`src/rtl/fpgs_pkg.sv`:
```
// Shared types, constants and rule tables of the fuzzy PID gain scheduler.
// Used by fpgs_div and fuzzy_pid_gain_scheduler_unit.
package fpgs_pkg;

    localparam int SAMPLE_W  = 16;
    localparam int ERR_W     = SAMPLE_W + 1;
    localparam int CHG_W     = SAMPLE_W + 2;
    localparam int REG_W     = 24;
    localparam int REG_COUNT = 8;
    localparam int REG_IDX_W = 3;
    localparam int SET_COUNT = 7;
    localparam int X_W       = 19;
    localparam int MUL_A_W   = REG_W + 1;
    localparam int MUL_B_W   = X_W;
    localparam int PROD_W    = MUL_A_W + MUL_B_W;
    localparam int MF_W      = 13;
    localparam int WSUM_W    = 17;
    localparam int ASUM_W    = 15;
    localparam int DIVD_W    = 32;
    localparam int GAIN_MAX  = 16777215;
    localparam int DOMAIN_Q16 = 196608;
    localparam int MF_ONE    = 4096;

    localparam logic [REG_IDX_W-1:0] REG_ERROR_SCALE  = 3'd0;
    localparam logic [REG_IDX_W-1:0] REG_CHANGE_SCALE = 3'd1;
    localparam logic [REG_IDX_W-1:0] REG_KP_SCALE     = 3'd2;
    localparam logic [REG_IDX_W-1:0] REG_BASE_KP      = 3'd5;

    typedef logic signed [2:0] centre_t;
    typedef centre_t rule_table_t [0:SET_COUNT-1][0:SET_COUNT-1];

    localparam rule_table_t KP_TABLE = '{
        '{ 3,  3,  2,  2,  2,  0,  0},
        '{ 3,  3,  2,  1,  1,  0, -1},
        '{ 2,  2,  2,  1,  0, -1, -1},
        '{ 2,  2,  1,  0, -1, -2, -2},
        '{ 1,  1,  0, -1, -1, -2, -2},
        '{ 1,  0, -1, -2, -2, -2, -3},
        '{ 0,  0, -2, -2, -2, -3, -3}};
    localparam rule_table_t KI_TABLE = '{
        '{-3, -3, -2, -2, -1,  0,  0},
        '{-3, -3, -2, -1, -1,  0,  0},
        '{-3, -2, -1, -1,  0,  1,  1},
        '{-2, -2, -1,  0,  1,  2,  2},
        '{-2, -1,  0,  1,  1,  3,  3},
        '{ 0,  0,  1,  1,  2,  3,  3},
        '{ 0,  0,  1,  2,  2,  3,  3}};
    localparam rule_table_t KD_TABLE = '{
        '{ 3,  3,  2,  1,  0, -1, -2},
        '{ 3,  3,  2,  1,  0, -1, -2},
        '{ 2,  2,  1,  0, -1, -2, -2},
        '{ 1,  1,  0, -1, -1, -2, -2},
        '{ 0,  0, -1, -2, -2, -3, -3},
        '{-1, -1, -2, -3, -3, -3, -3},
        '{-2, -2, -3, -3, -3, -3, -3}};

    typedef struct packed {
        logic busy;
        logic done;
    } div_status_t;

endpackage

```
`src/rtl/fpgs_div.sv`:
```
// Iterative restoring divider, one quotient bit per cycle.
// Depends on fpgs_pkg for widths and the status struct.
module fpgs_div
    import fpgs_pkg::*;
(
    input  logic              clk,
    input  logic              rst_n,
    input  logic              start,
    input  logic [DIVD_W-1:0] dividend,
    input  logic [ASUM_W-1:0] divisor,
    output logic [DIVD_W-1:0] quotient,
    output div_status_t       status
);

    logic [DIVD_W-1:0] q_reg, q_next;
    logic [ASUM_W-1:0] rem_reg, rem_next;
    logic [ASUM_W-1:0] dvs_reg;
    logic [4:0]        cnt_reg, cnt_next;
    logic              busy_reg, busy_next;
    logic              done_reg, done_next;
    logic [ASUM_W:0]   trial;
    logic              ge;

    assign trial = {rem_reg, q_reg[DIVD_W-1]};
    assign ge    = trial >= {1'b0, dvs_reg};

    always_comb
    begin
        q_next    = q_reg;
        rem_next  = rem_reg;
        cnt_next  = cnt_reg;
        busy_next = busy_reg;
        done_next = 1'b0;
        if (start)
        begin
            q_next    = dividend;
            rem_next  = '0;
            cnt_next  = '0;
            busy_next = 1'b1;
        end
        else if (busy_reg)
        begin
            q_next   = {q_reg[DIVD_W-2:0], ge};
            rem_next = ge ? ASUM_W'(trial - {1'b0, dvs_reg}) : trial[ASUM_W-1:0];
            cnt_next = cnt_reg + 5'd1;
            if (cnt_reg == 5'd31)
            begin
                busy_next = 1'b0;
                done_next = 1'b1;
            end
        end
    end

    always_ff @(posedge clk or negedge rst_n)
    begin
        if (!rst_n)
        begin
            busy_reg <= 1'b0;
            done_reg <= 1'b0;
            cnt_reg  <= '0;
        end
        else
        begin
            busy_reg <= busy_next;
            done_reg <= done_next;
            cnt_reg  <= cnt_next;
        end
    end

    always_ff @(posedge clk)
    begin
        q_reg   <= q_next;
        rem_reg <= rem_next;
        if (start)
        begin
            dvs_reg <= divisor;
        end
    end

    assign quotient    = q_reg;
    assign status.busy = busy_reg;
    assign status.done = done_reg;

endmodule

```
`src/rtl/fuzzy_pid_gain_scheduler_unit.sv`:
```
// Fuzzy self-tuning PID gain scheduler: top level with sequencer and shared multiplier.
// Depends on fpgs_pkg and fpgs_div.
//
// Input stream (s_*): one transfer carries a measurement and a setpoint. The block
// forms the error and its change against the previous error, fuzzifies both over
// seven triangular sets, runs min inference over the 7x7 rule tables for kp, ki
// and kd and defuzzifies each by a weighted average.
// Output stream (m_*): one transfer per input carries the three adjusted gains.
// Configuration: cfg_we writes cfg_data into register cfg_addr; write only while idle.
// Three divisions run in turn in the shared serial divider, each with its start, wait
// and adjustment steps; one 25x19 multiplier serves all five products. s_tready is
// high only while the sequencer is idle, so a new input is taken only once the
// sequencer has finished the last one.
// If the receiver stalls, the finished result waits in the output register and
// the sequencer holds at its last step until the register is free.
// Reset clears the previous error and loads the register reset values.
module fuzzy_pid_gain_scheduler_unit
    import fpgs_pkg::*;
(
    input  logic                 clk,
    input  logic                 rst_n,
    input  logic                 s_tvalid,
    output logic                 s_tready,
    input  logic [31:0]          s_tdata,   // measurement[15:0], setpoint[31:16]
    output logic                 m_tvalid,
    input  logic                 m_tready,
    output logic [71:0]          m_tdata,   // gain_kp[23:0], gain_ki[47:24], gain_kd[71:48]
    input  logic                 cfg_we,
    input  logic [REG_IDX_W-1:0] cfg_addr,
    input  logic [REG_W-1:0]     cfg_data
);

    localparam logic [3:0] S_IDLE     = 4'd0;
    localparam logic [3:0] S_MUL_E    = 4'd1;
    localparam logic [3:0] S_MUL_C    = 4'd2;
    localparam logic [3:0] S_RULES    = 4'd3;
    localparam logic [3:0] S_DIV_GO   = 4'd4;
    localparam logic [3:0] S_DIV_WAIT = 4'd5;
    localparam logic [3:0] S_ADJ_MUL  = 4'd6;
    localparam logic [3:0] S_ADJ      = 4'd7;
    localparam logic [3:0] S_DONE     = 4'd8;

    logic [3:0]               state_reg, state_next;
    logic [REG_W-1:0]         cfg_reg [0:REG_COUNT-1];
    logic signed [ERR_W-1:0]  prev_err_reg;
    logic signed [ERR_W-1:0]  err_reg;
    logic signed [CHG_W-1:0]  chg_reg;
    logic signed [X_W-1:0]    xe_reg;
    logic signed [PROD_W-1:0] prod_reg;
    logic signed [WSUM_W-1:0] wsum_reg [0:2];
    logic [ASUM_W-1:0]        asum_reg;
    logic [1:0]               tsel_reg;
    logic signed [X_W-1:0]    crisp_reg;
    logic [REG_W-1:0]         gain_reg [0:2];
    logic                     out_valid_reg;
    logic [71:0]              out_data_reg;

    logic signed [SAMPLE_W-1:0] meas, sp;
    logic signed [ERR_W-1:0]    err_now;
    logic signed [MUL_A_W-1:0]  mul_a;
    logic signed [MUL_B_W-1:0]  mul_b;
    logic signed [X_W-1:0]      x_clamp;
    logic signed [X_W-1:0]      xc;
    logic [2:0]                 ke_i0, ke_i1, kc_i0, kc_i1;
    logic [MF_W-1:0]            me0, me1, mc0, mc1;
    logic signed [WSUM_W-1:0]   wsum_c [0:2];
    logic [ASUM_W-1:0]          asum_c;
    logic signed [WSUM_W-1:0]   wsel;
    logic [WSUM_W-1:0]          wabs;
    logic [DIVD_W-1:0]          quo;
    div_status_t                div_st;
    logic                       div_start;
    logic [PROD_W-1:0]          pmag;
    logic signed [29:0]         delta, gsum;
    logic [REG_W-1:0]           gain_new;
    logic                       accept;

    assign meas    = s_tdata[15:0];
    assign sp      = s_tdata[31:16];
    assign err_now = ERR_W'(sp) - ERR_W'(meas);
    assign accept  = s_tvalid && s_tready;
    assign s_tready = (state_reg == S_IDLE);

    // Saturate a scaled product into the fuzzy domain [-3, 3] in Q.16.
    function automatic logic signed [X_W-1:0] clamp_x(input logic signed [PROD_W-1:0] p);
        logic signed [X_W-1:0] r;
        if (p > PROD_W'(DOMAIN_Q16))
            r = X_W'(DOMAIN_Q16);
        else if (p < -PROD_W'(DOMAIN_Q16))
            r = -X_W'(DOMAIN_Q16);
        else
            r = p[X_W-1:0];
        return r;
    endfunction

    // Two neighboring sets carry all membership; the top edge gives PB alone.
    function automatic void fuzz(input logic signed [X_W-1:0] x, output logic [2:0] i0,
                                 output logic [2:0] i1, output logic [MF_W-1:0] m0,
                                 output logic [MF_W-1:0] m1);
        logic [X_W-1:0] u;
        u = X_W'(x + X_W'(DOMAIN_Q16));
        if (u[18:16] >= 3'd6)
        begin
            i0 = 3'd6;
            i1 = 3'd6;
            m0 = MF_W'(MF_ONE);
            m1 = '0;
        end
        else
        begin
            i0 = u[18:16];
            i1 = u[18:16] + 3'd1;
            m1 = {1'b0, u[15:4]};
            m0 = MF_W'(MF_ONE) - {1'b0, u[15:4]};
        end
    endfunction

    assign xc = clamp_x(prod_reg);

    always_comb
    begin
        logic [MF_W-1:0] a;
        logic [2:0]      ie, ic;
        logic            fire;
        fuzz(xe_reg, ke_i0, ke_i1, me0, me1);
        fuzz(xc, kc_i0, kc_i1, mc0, mc1);
        asum_c = '0;
        for (int t = 0; t < 3; t++)
            wsum_c[t] = '0;
        for (int r = 0; r < 4; r++)
        begin
            ie = r[1] ? ke_i1 : ke_i0;
            ic = r[0] ? kc_i1 : kc_i0;
            fire = ((r[1] ? me1 : me0) != '0) && ((r[0] ? mc1 : mc0) != '0);
            a = ((r[1] ? me1 : me0) < (r[0] ? mc1 : mc0)) ? (r[1] ? me1 : me0)
                                                          : (r[0] ? mc1 : mc0);
            if (fire)
            begin
                asum_c    = asum_c + ASUM_W'(a);
                wsum_c[0] = wsum_c[0] + $signed({4'b0, a}) * WSUM_W'(KP_TABLE[ie][ic]);
                wsum_c[1] = wsum_c[1] + $signed({4'b0, a}) * WSUM_W'(KI_TABLE[ie][ic]);
                wsum_c[2] = wsum_c[2] + $signed({4'b0, a}) * WSUM_W'(KD_TABLE[ie][ic]);
            end
        end
    end

    // Shared multiplier operand selection.
    always_comb
    begin
        mul_a = '0;
        mul_b = '0;
        unique case (state_reg)
            S_MUL_E:
            begin
                mul_a = {1'b0, cfg_reg[REG_ERROR_SCALE]};
                mul_b = MUL_B_W'(err_reg);
            end
            S_MUL_C:
            begin
                mul_a = {1'b0, cfg_reg[REG_CHANGE_SCALE]};
                mul_b = MUL_B_W'(chg_reg);
            end
            S_ADJ_MUL:
            begin
                mul_a = MUL_A_W'($signed(cfg_reg[REG_KP_SCALE + REG_IDX_W'(tsel_reg)]));
                mul_b = crisp_reg;
            end
            default:
            begin
                mul_a = '0;
                mul_b = '0;
            end
        endcase
    end

    assign x_clamp = clamp_x(prod_reg);
    assign wsel    = wsum_reg[tsel_reg];
    assign wabs    = wsel[WSUM_W-1] ? WSUM_W'(-wsel) : WSUM_W'(wsel);
    assign div_start = (state_reg == S_DIV_GO);

    fpgs_div u_div (
        .clk      (clk),
        .rst_n    (rst_n),
        .start    (div_start),
        .dividend ({wabs[15:0], 16'b0}),
        .divisor  (asum_reg),
        .quotient (quo),
        .status   (div_st)
    );

    // Adjustment truncates toward zero, then the sum is clamped to the gain range.
    assign pmag  = prod_reg[PROD_W-1] ? PROD_W'(-prod_reg) : PROD_W'(prod_reg);
    assign delta = prod_reg[PROD_W-1] ? -$signed({2'b0, pmag[43:16]})
                                      : $signed({2'b0, pmag[43:16]});
    assign gsum  = $signed({6'b0, cfg_reg[REG_BASE_KP + REG_IDX_W'(tsel_reg)]}) + delta;
    assign gain_new = gsum[29] ? '0 :
                      (gsum > 30'(GAIN_MAX)) ? REG_W'(GAIN_MAX) : gsum[REG_W-1:0];

    always_comb
    begin
        state_next = state_reg;
        unique case (state_reg)
            S_IDLE:     if (accept) state_next = S_MUL_E;
            S_MUL_E:    state_next = S_MUL_C;
            S_MUL_C:    state_next = S_RULES;
            S_RULES:    state_next = S_DIV_GO;
            S_DIV_GO:   state_next = S_DIV_WAIT;
            S_DIV_WAIT: if (div_st.done) state_next = S_ADJ_MUL;
            S_ADJ_MUL:  state_next = S_ADJ;
            S_ADJ:      state_next = (tsel_reg == 2'd2) ? S_DONE : S_DIV_GO;
            S_DONE:     if (!out_valid_reg || m_tready) state_next = S_IDLE;
            default:    state_next = S_IDLE;
        endcase
    end

    always_ff @(posedge clk or negedge rst_n)
    begin
        if (!rst_n)
        begin
            state_reg     <= S_IDLE;
            out_valid_reg <= 1'b0;
            prev_err_reg  <= '0;
            tsel_reg      <= '0;
            for (int i = 0; i < REG_COUNT; i++)
                cfg_reg[i] <= (i == int'(REG_ERROR_SCALE) || i == int'(REG_CHANGE_SCALE)) ?
                              REG_W'(65536) : '0;
        end
        else
        begin
            state_reg <= state_next;
            if (cfg_we)
                cfg_reg[cfg_addr] <= cfg_data;
            if (accept)
                prev_err_reg <= err_now;
            if (state_reg == S_RULES)
                tsel_reg <= '0;
            else if (state_reg == S_ADJ)
                tsel_reg <= tsel_reg + 2'd1;
            if (state_reg == S_DONE && (!out_valid_reg || m_tready))
                out_valid_reg <= 1'b1;
            else if (m_tready)
                out_valid_reg <= 1'b0;
        end
    end

    always_ff @(posedge clk)
    begin
        prod_reg <= mul_a * mul_b;
        if (accept)
        begin
            err_reg <= err_now;
            chg_reg <= CHG_W'(err_now) - CHG_W'(prev_err_reg);
        end
        if (state_reg == S_MUL_C)
            xe_reg <= x_clamp;
        if (state_reg == S_RULES)
        begin
            asum_reg <= asum_c;
            for (int t = 0; t < 3; t++)
                wsum_reg[t] <= wsum_c[t];
        end
        if (state_reg == S_DIV_WAIT && div_st.done)
        begin
            if (asum_reg == '0)
                crisp_reg <= '0;
            else
                crisp_reg <= wsel[WSUM_W-1] ? -$signed(quo[X_W-1:0]) : $signed(quo[X_W-1:0]);
        end
        if (state_reg == S_ADJ)
            gain_reg[tsel_reg] <= gain_new;
        if (state_reg == S_DONE && (!out_valid_reg || m_tready))
            out_data_reg <= {gain_reg[2], gain_reg[1], gain_reg[0]};
    end

    assign m_tvalid = out_valid_reg;
    assign m_tdata  = out_data_reg;

    // A transfer in always starts the sequencer.
    assert property (@(posedge clk) disable iff (!rst_n)
        accept |=> state_reg == S_MUL_E)
        else $error("sequencer did not start after input transfer");

    // The divider finishes only while the sequencer waits for it.
    assert property (@(posedge clk) disable iff (!rst_n)
        div_st.done |-> state_reg == S_DIV_WAIT)
        else $error("divider result outside its wait step");

    // The divider is never busy while the block is idle.
    assert property (@(posedge clk) disable iff (!rst_n)
        state_reg == S_IDLE |-> !div_st.busy)
        else $error("divider busy while idle");

endmodule
```
`config.mk`:
```
export PLATFORM = sky130hd
export DESIGN_NAME = fuzzy_pid_gain_scheduler_unit
export DESIGN_NICKNAME = d
export VERILOG_FILES = /design/src/rtl/fpgs_pkg.sv /design/src/rtl/fpgs_div.sv /design/src/rtl/fuzzy_pid_gain_scheduler_unit.sv
export SDC_FILE = /design/constraint.sdc
export NUM_CORES = 2
export LEC_CHECK = 0
export BUFFER_PORTS_ARGS = -buffer_cell sky130_fd_sc_hd__buf_2
export CORE_MARGIN = 4
export CORE_UTILIZATION = 45
export CTS_CLUSTER_SIZE = 40
export DETAILED_ROUTE_END_ITERATION = 8
export PLACE_DENSITY = 0.61
export SLEW_MARGIN = 20
export SYNTH_ARGS = -nofsm -noshare
export SYNTH_HDL_FRONTEND = slang
export SYNTH_SLANG_ARGS = --single-unit
```
`constraint.sdc`:
```
create_clock -name clk -period 17 [get_ports clk]
set_clock_uncertainty 0.2 [all_clocks]
set_input_delay 3.4 -clock clk [delete_from_list [all_inputs] [get_ports clk]]
set_output_delay 3.4 -clock clk [all_outputs]
set_load 0.1 [all_outputs]
```
Word level (Yosys, flattened, before mapping)
Memories as Yosys holds them, arrays and structs flattened. A register that Yosys moved wholly into a read port is not among the register bits.
Cells that the tools add are included.
{"block": "totals", "ff_bits": 417, "mem_bits_rw": 123, "romBits": 1008, "inputBits": 64, "output_inout_bits": 74, "word_cells": 245, "memories": 8}
{"block": "op_classes", "addsub": 30, "multipliers": 13, "magnitude_cmp": 18, "eq_ne": 13, "n_mux": 111, "bitwise": 7, "reduce_logical": 20}
{"memory": "(name not given)", "words": 8, "width": 21, "read_ports": 1, "rd_clocked_by_memory_dff": 0, "write_ports": 0, "line_no": "fuzzy_pid_gain_scheduler_unit.sv:142", "source": "wsum_c[2] = wsum_c[2] + $signed({4'b0, a}) * WSUM_W'(KD_TABLE[ie][ic]);"}
{"memory": "(name not given)", "words": 8, "width": 21, "read_ports": 1, "rd_clocked_by_memory_dff": 0, "write_ports": 0, "line_no": "fuzzy_pid_gain_scheduler_unit.sv:141", "source": "wsum_c[1] = wsum_c[1] + $signed({4'b0, a}) * WSUM_W'(KI_TABLE[ie][ic]);"}
{"memory": "(name not given)", "words": 8, "width": 21, "read_ports": 1, "rd_clocked_by_memory_dff": 0, "write_ports": 0, "line_no": "fuzzy_pid_gain_scheduler_unit.sv:140", "source": "wsum_c[0] = wsum_c[0] + $signed({4'b0, a}) * WSUM_W'(KP_TABLE[ie][ic]);"}
{"memory": "(name not given)", "words": 8, "width": 21, "read_ports": 1, "rd_clocked_by_memory_dff": 0, "write_ports": 0, "line_no": "fuzzy_pid_gain_scheduler_unit.sv:142"}
{"memory": "(name not given)", "words": 8, "width": 21, "read_ports": 1, "rd_clocked_by_memory_dff": 0, "write_ports": 0, "line_no": "fuzzy_pid_gain_scheduler_unit.sv:141"}
{"memory": "(name not given)", "words": 8, "width": 21, "read_ports": 1, "rd_clocked_by_memory_dff": 0, "write_ports": 0, "line_no": "fuzzy_pid_gain_scheduler_unit.sv:140"}
{"memory": "2 more memories"}
{"op": "21-bit two-way mux", "n": 12}
{"op": "14-bit by 3-bit multiplier with 17-bit output", "n": 12}
{"op": "51-bit two-way mux", "n": 4}
{"op": "192-bit bitwise mux", "n": 1}
{"op": "24-bit two-way mux", "n": 7}
{"op": "17-bit adder", "n": 9}
{"op": "24-bit binary-select mux with 3-bit select", "n": 2}
{"op": "3-bit binary-select mux with 3-bit select", "n": 12}
{"op": "13-bit two-way mux", "n": 7}
{"op": "3-bit two-way mux", "n": 28}
{"op": "25-bit case mux with 3 select lines", "n": 1}
{"op": "24-bit demux with 3-bit select", "n": 1}
{"op": "32-bit two-way mux", "n": 2}
{"op": "15-bit two-way mux", "n": 4}
{"op": "19-bit two-way mux", "n": 3}
{"op": "19-bit case mux with 3 select lines", "n": 1}
{"op": "13-bit less-than comparator", "n": 4}
{"op": "13-bit nonzero test", "n": 4}
{"op": "15-bit by 13-bit adder with 15-bit output", "n": 3}
{"op": "44-bit by 19-bit > comparator with 1-bit output, second input constant", "n": 1}
{"op": "44-bit by 19-bit less-than comparator with 1-bit output, second input constant", "n": 1}
{"op": "25-bit by 19-bit multiplier with 44-bit output", "n": 1}
{"op": "44-bit two-way mux", "n": 1}
{"op": "44-bit negation", "n": 1}
{"op": "43 further kinds", "n": 90}

Logic depth before layout (Yosys ltp)
{"block": "logic_depth", "ltp_word": 18, "ltp_mapped": 72, "mapped_depth_nobuf": 66}

Hierarchy
From an unflattened synthesis, not the netlist that was laid out.
{"block": "hier_totals", "hier_cells": 7757, "area_unflattened_um2": 72781.1}
{"module": "fuzzy_pid_gain_scheduler_unit", "n_inst": 1, "cells_per_inst": 7442, "area_each_um2": 69043.7}
{"module": "fpgs_div", "n_inst": 1, "cells_per_inst": 315, "area_each_um2": 3737.3}

Least setup slack after synthesis
No wires, ideal clock.
{"block": "synth_timing", "kind": "register to register", "from": "register prod_reg[28]", "to": "memory wsum_reg[1][16] (data pin)", "setup_time_ps": 268, "t_arrival_ps": 14762, "required_ps": 16532, "path_slack_ps": 1770, "stages_incl_launch_ff": 70, "path_buffers": 10, "synth_period_minus_slack_ps": 15230, "cell_sequence": "dfxtp_1 -> buf_6 -> or4_1 -> clkbuf_2 -> nor4_4 -> and2_1 -> o21ai_0 -> buf_2 -> buf_1 -> ha_1 -> clkbuf_1 -> nand2b_1 -> nand2_1 -> clkbuf_1 -> buf_1 -> nand4_1 -> ha_1 -> a21o_1 -> (+34 left out) -> ha_1 -> ha_1 -> and3_1 -> a211o_1 -> xor2_1 -> a21oi_1 -> fa_1 -> inv_1 -> ha_1 -> ha_1 -> or3_1 -> o21ai_0 -> a21oi_1 -> a21o_1 -> a21oi_1 -> xnor2_1 -> nand2_1 -> xnor3_1"}
{"item": "start, declared", "line_no": "fuzzy_pid_gain_scheduler_unit.sv:49", "source": "logic signed [PROD_W-1:0] prod_reg;"}
{"item": "start signal, assigned", "line_no": "fuzzy_pid_gain_scheduler_unit.sv:248", "source": "prod_reg <= mul_a * mul_b;"}
{"item": "end, declared", "line_no": "fuzzy_pid_gain_scheduler_unit.sv:50", "source": "logic signed [WSUM_W-1:0] wsum_reg [0:2];"}

==> metrics.txt <==
drt via density=between 5 and 6; outcome=finished, final reports clean; post-DR wirelength/cell=around 23 um; total setup buffers inserted after CTS=0; iteration-0 DRC count of the detailed router=4365; Routed Antenna Nets=0; Fill cells=around 15000; cell taking the most area after synthesis=fa_1; Worst slew margin=0.197; Multi-input gate area=around 0.051 mm^2; Min Clock Period, post-route=about 16 ns; Worst EP arrival=16.32 ns; number of synthesized register bits=~600; share of the synthesized area in the top cell type=0.206; post-DP HPWL=roughly 180000 um; max-slew violations=0; Crit path largest cell delay=0.68 ns; DR vias=approximately 57000; largest net degree at the start of global routing=between 90 and 100; clock sink total=between 600 and 700; final setup TNS=0 ns; top_reg_cell synth=edfxtp_1; layout cells sized above 1=0.110; reg2reg path depth=61; worst min-delay path class=flop to flop; RSZ-0062 raised after global routing=no; worst hold path depth=0; GR Overflow Total=0; I/O pin cnt=about 140; Worst-Margin Slew=1.20 ns; hold buffer count at CTS=0; Final #Nets=between 9000 and 10000; worst path bufs/invs=7; Post-synth ARST share=0.367; row cnt=146; Area growth syn-to-layout=8.15%; final count of hold timing violations=0; vias in the first global route=slightly below 60000; CP Capture Type=flop; most frequent cell after synthesis=nand2_1; CTS Buf Count=slightly above 70; H-tree levels=3; IO buf count=between 100 and 150; Remaining DRCs=0; number of synthesized flops with an enable pin=just over 300; Seq/Total Area, Yosys=0.227; clk_lat worst skew=just under 0.7 ns; Die Y=between 400 and 500 um; die area=approximately 0.17 mm^2; period utilisation layout=0.949; max FFs per register=192; CP dominant cell by count=ha_1; core area=0.159 mm^2; worst-path maximum fanout=16; GRT Overall Usage=0.269; clock slew at reported path FFs=0.06 ns; initial antenna violation count=3; slowest library cell on the worst path=or4_1; Cell variety after synth=104; die width=approximately 410 um; Avg Inst Size Synth=slightly above 9 um^2; clock root buffer=clkbuf_16; Register Area=~0.016 mm^2; final setup fails=0; final hold slack=a little over 0.2 ns; synth top area cells=fa_1 (21%), edfxtp_1 (13%), ha_1 (12%); slack of the worst reg-to-reg path=approximately 0.87 ns; final RePlAce weighted congestion=between 0.9 and 1; Gate Count Post-Synth=roughly 7800; path type of the worst setup path=flop to flop; global-route wire length before repair=~350000 um; critical path depth=61; Initial Util=0.455; first-pass iteration count of the detailed router=6; CTS tree=yes; Max Cap Violations=0; Commonest cells post-synth=nand2_1 (1015), inv_1 (914), fa_1 (745); cell family with most CP delay=adder cells; Longest Clk Path Bufs=3; post-synthesis cell area=about 0.072 mm^2; crit start category=flop; Total Wirelength=approximately 230000 um; Fmax=about 62 MHz; Required @ worst endpoint=approximately 17 ns; Yosys warning count=0
metrics by stage:
step | area (um^2) | util | std cells | setup WS, ns
floorplan | 72300 | - | 7823 | 1.77
detailed placement | 75800 | 0.477 | 9874 | 0.794
global placement | 75800 | 0.477 | 9874 | 0.944
global route | 78200 | 0.492 | 10000 | 0.0267
CTS | 78100 | 0.492 | 10000 | 0.732
finish | 78200 | 0.492 | 10000 | 0.871
final timing paths:
kind,startpoint,end
max in group asynchronous,rst_n,cfg_reg[38]
min in group asynchronous,rst_n,cfg_reg[137]
worst max register to register,prod_reg[28],wsum_reg[0][16]
worst max-delay path,prod_reg[28],wsum_reg[0][16]
worst min-delay path,gain_reg[2][1],m_tdata[49]
worst min register to register,gain_reg[2][1],m_tdata[49]
logic make-up after synthesis:
group                      synth area share
other                              0.000104
adders and majority gates             0.325
DFF                                   0.227
muxes                                0.0746
and+or+nand+nor                       0.149
buffers and inverters                0.0659
xor gates and xnor gates             0.0461
AOI/OAI and AO/OA                     0.113
placed cells by master, fill, tap and decap left out, types with 57 or more instances in the layout:
cell / netlist / final
a21o_1: 96 / 96
a21oi_1: 442 / 436
and2_1: 77 / 77
buf_2: 28 / 136
buf_4: 5 / 173
clkbuf_16: 0 / 72
dfrtp_1: 221 / 218
dfxtp_1: 75 / 74
edfxtp_1: 310 / 310
fa_1: 745 / 745
ha_1: 684 / 683
inv_1: 914 / 913
mux2_2: 271 / 271
mux2i_1: 103 / 102
nand2_1: 1015 / 1012
nand2b_1: 142 / 142
nand3_1: 128 / 128
nor2_1: 642 / 636
nor2b_1: 58 / 57
nor3_1: 97 / 93
o21a_1: 62 / 62
o21ai_0: 292 / 272
xnor2_1: 257 / 256
xor2_1: 118 / 118
layer usage:
| layer | vias up | track usage | part of all wire |
|---|---|---|---|
| met5 | - | 0 | 0 |
| met4 | 0 | 0.119 | 0.052 |
| met3 | 458 | 0.0367 | 0.058 |
| met2 | 1823 | 0.451 | 0.48 |
| met1 | 28700 | 0.348 | 0.41 |
| li1 | 26400 | - | - |
cell type report:
class	instances	area share
clock inverter	39	0.00576
timing repair buffer	310	0.0255
antenna	1	0.0000320
multi-input combinational	5967	0.657
sequential	608	0.210
clock buffer	90	0.0243
inverter	917	0.0441
tap	2072	0.0332
worst register-to-register path, delay by kind of cell, from the launching register on:
family                   cells  cell delay, ns
multiplexers                 1            0.46
AO/OA/AOI/OAI               18            4.07
flip-flops                   1            0.42
adder cells (fa/ha/maj)     15            5.14
buffers and inverters        7            0.83
XOR/XNOR                     6            1.15
AND/OR/NAND/NOR             14            3.54
repair_timing:
item                                    CTS  global route
endpoints found under the hold margin     0             0
endpoints found under the setup margin    0             4
resized for setup                         0             5
Power is left out: the tool's default activity adds up to more than one toggle a clock period on the data nets, which glitch-free logic cannot reach.
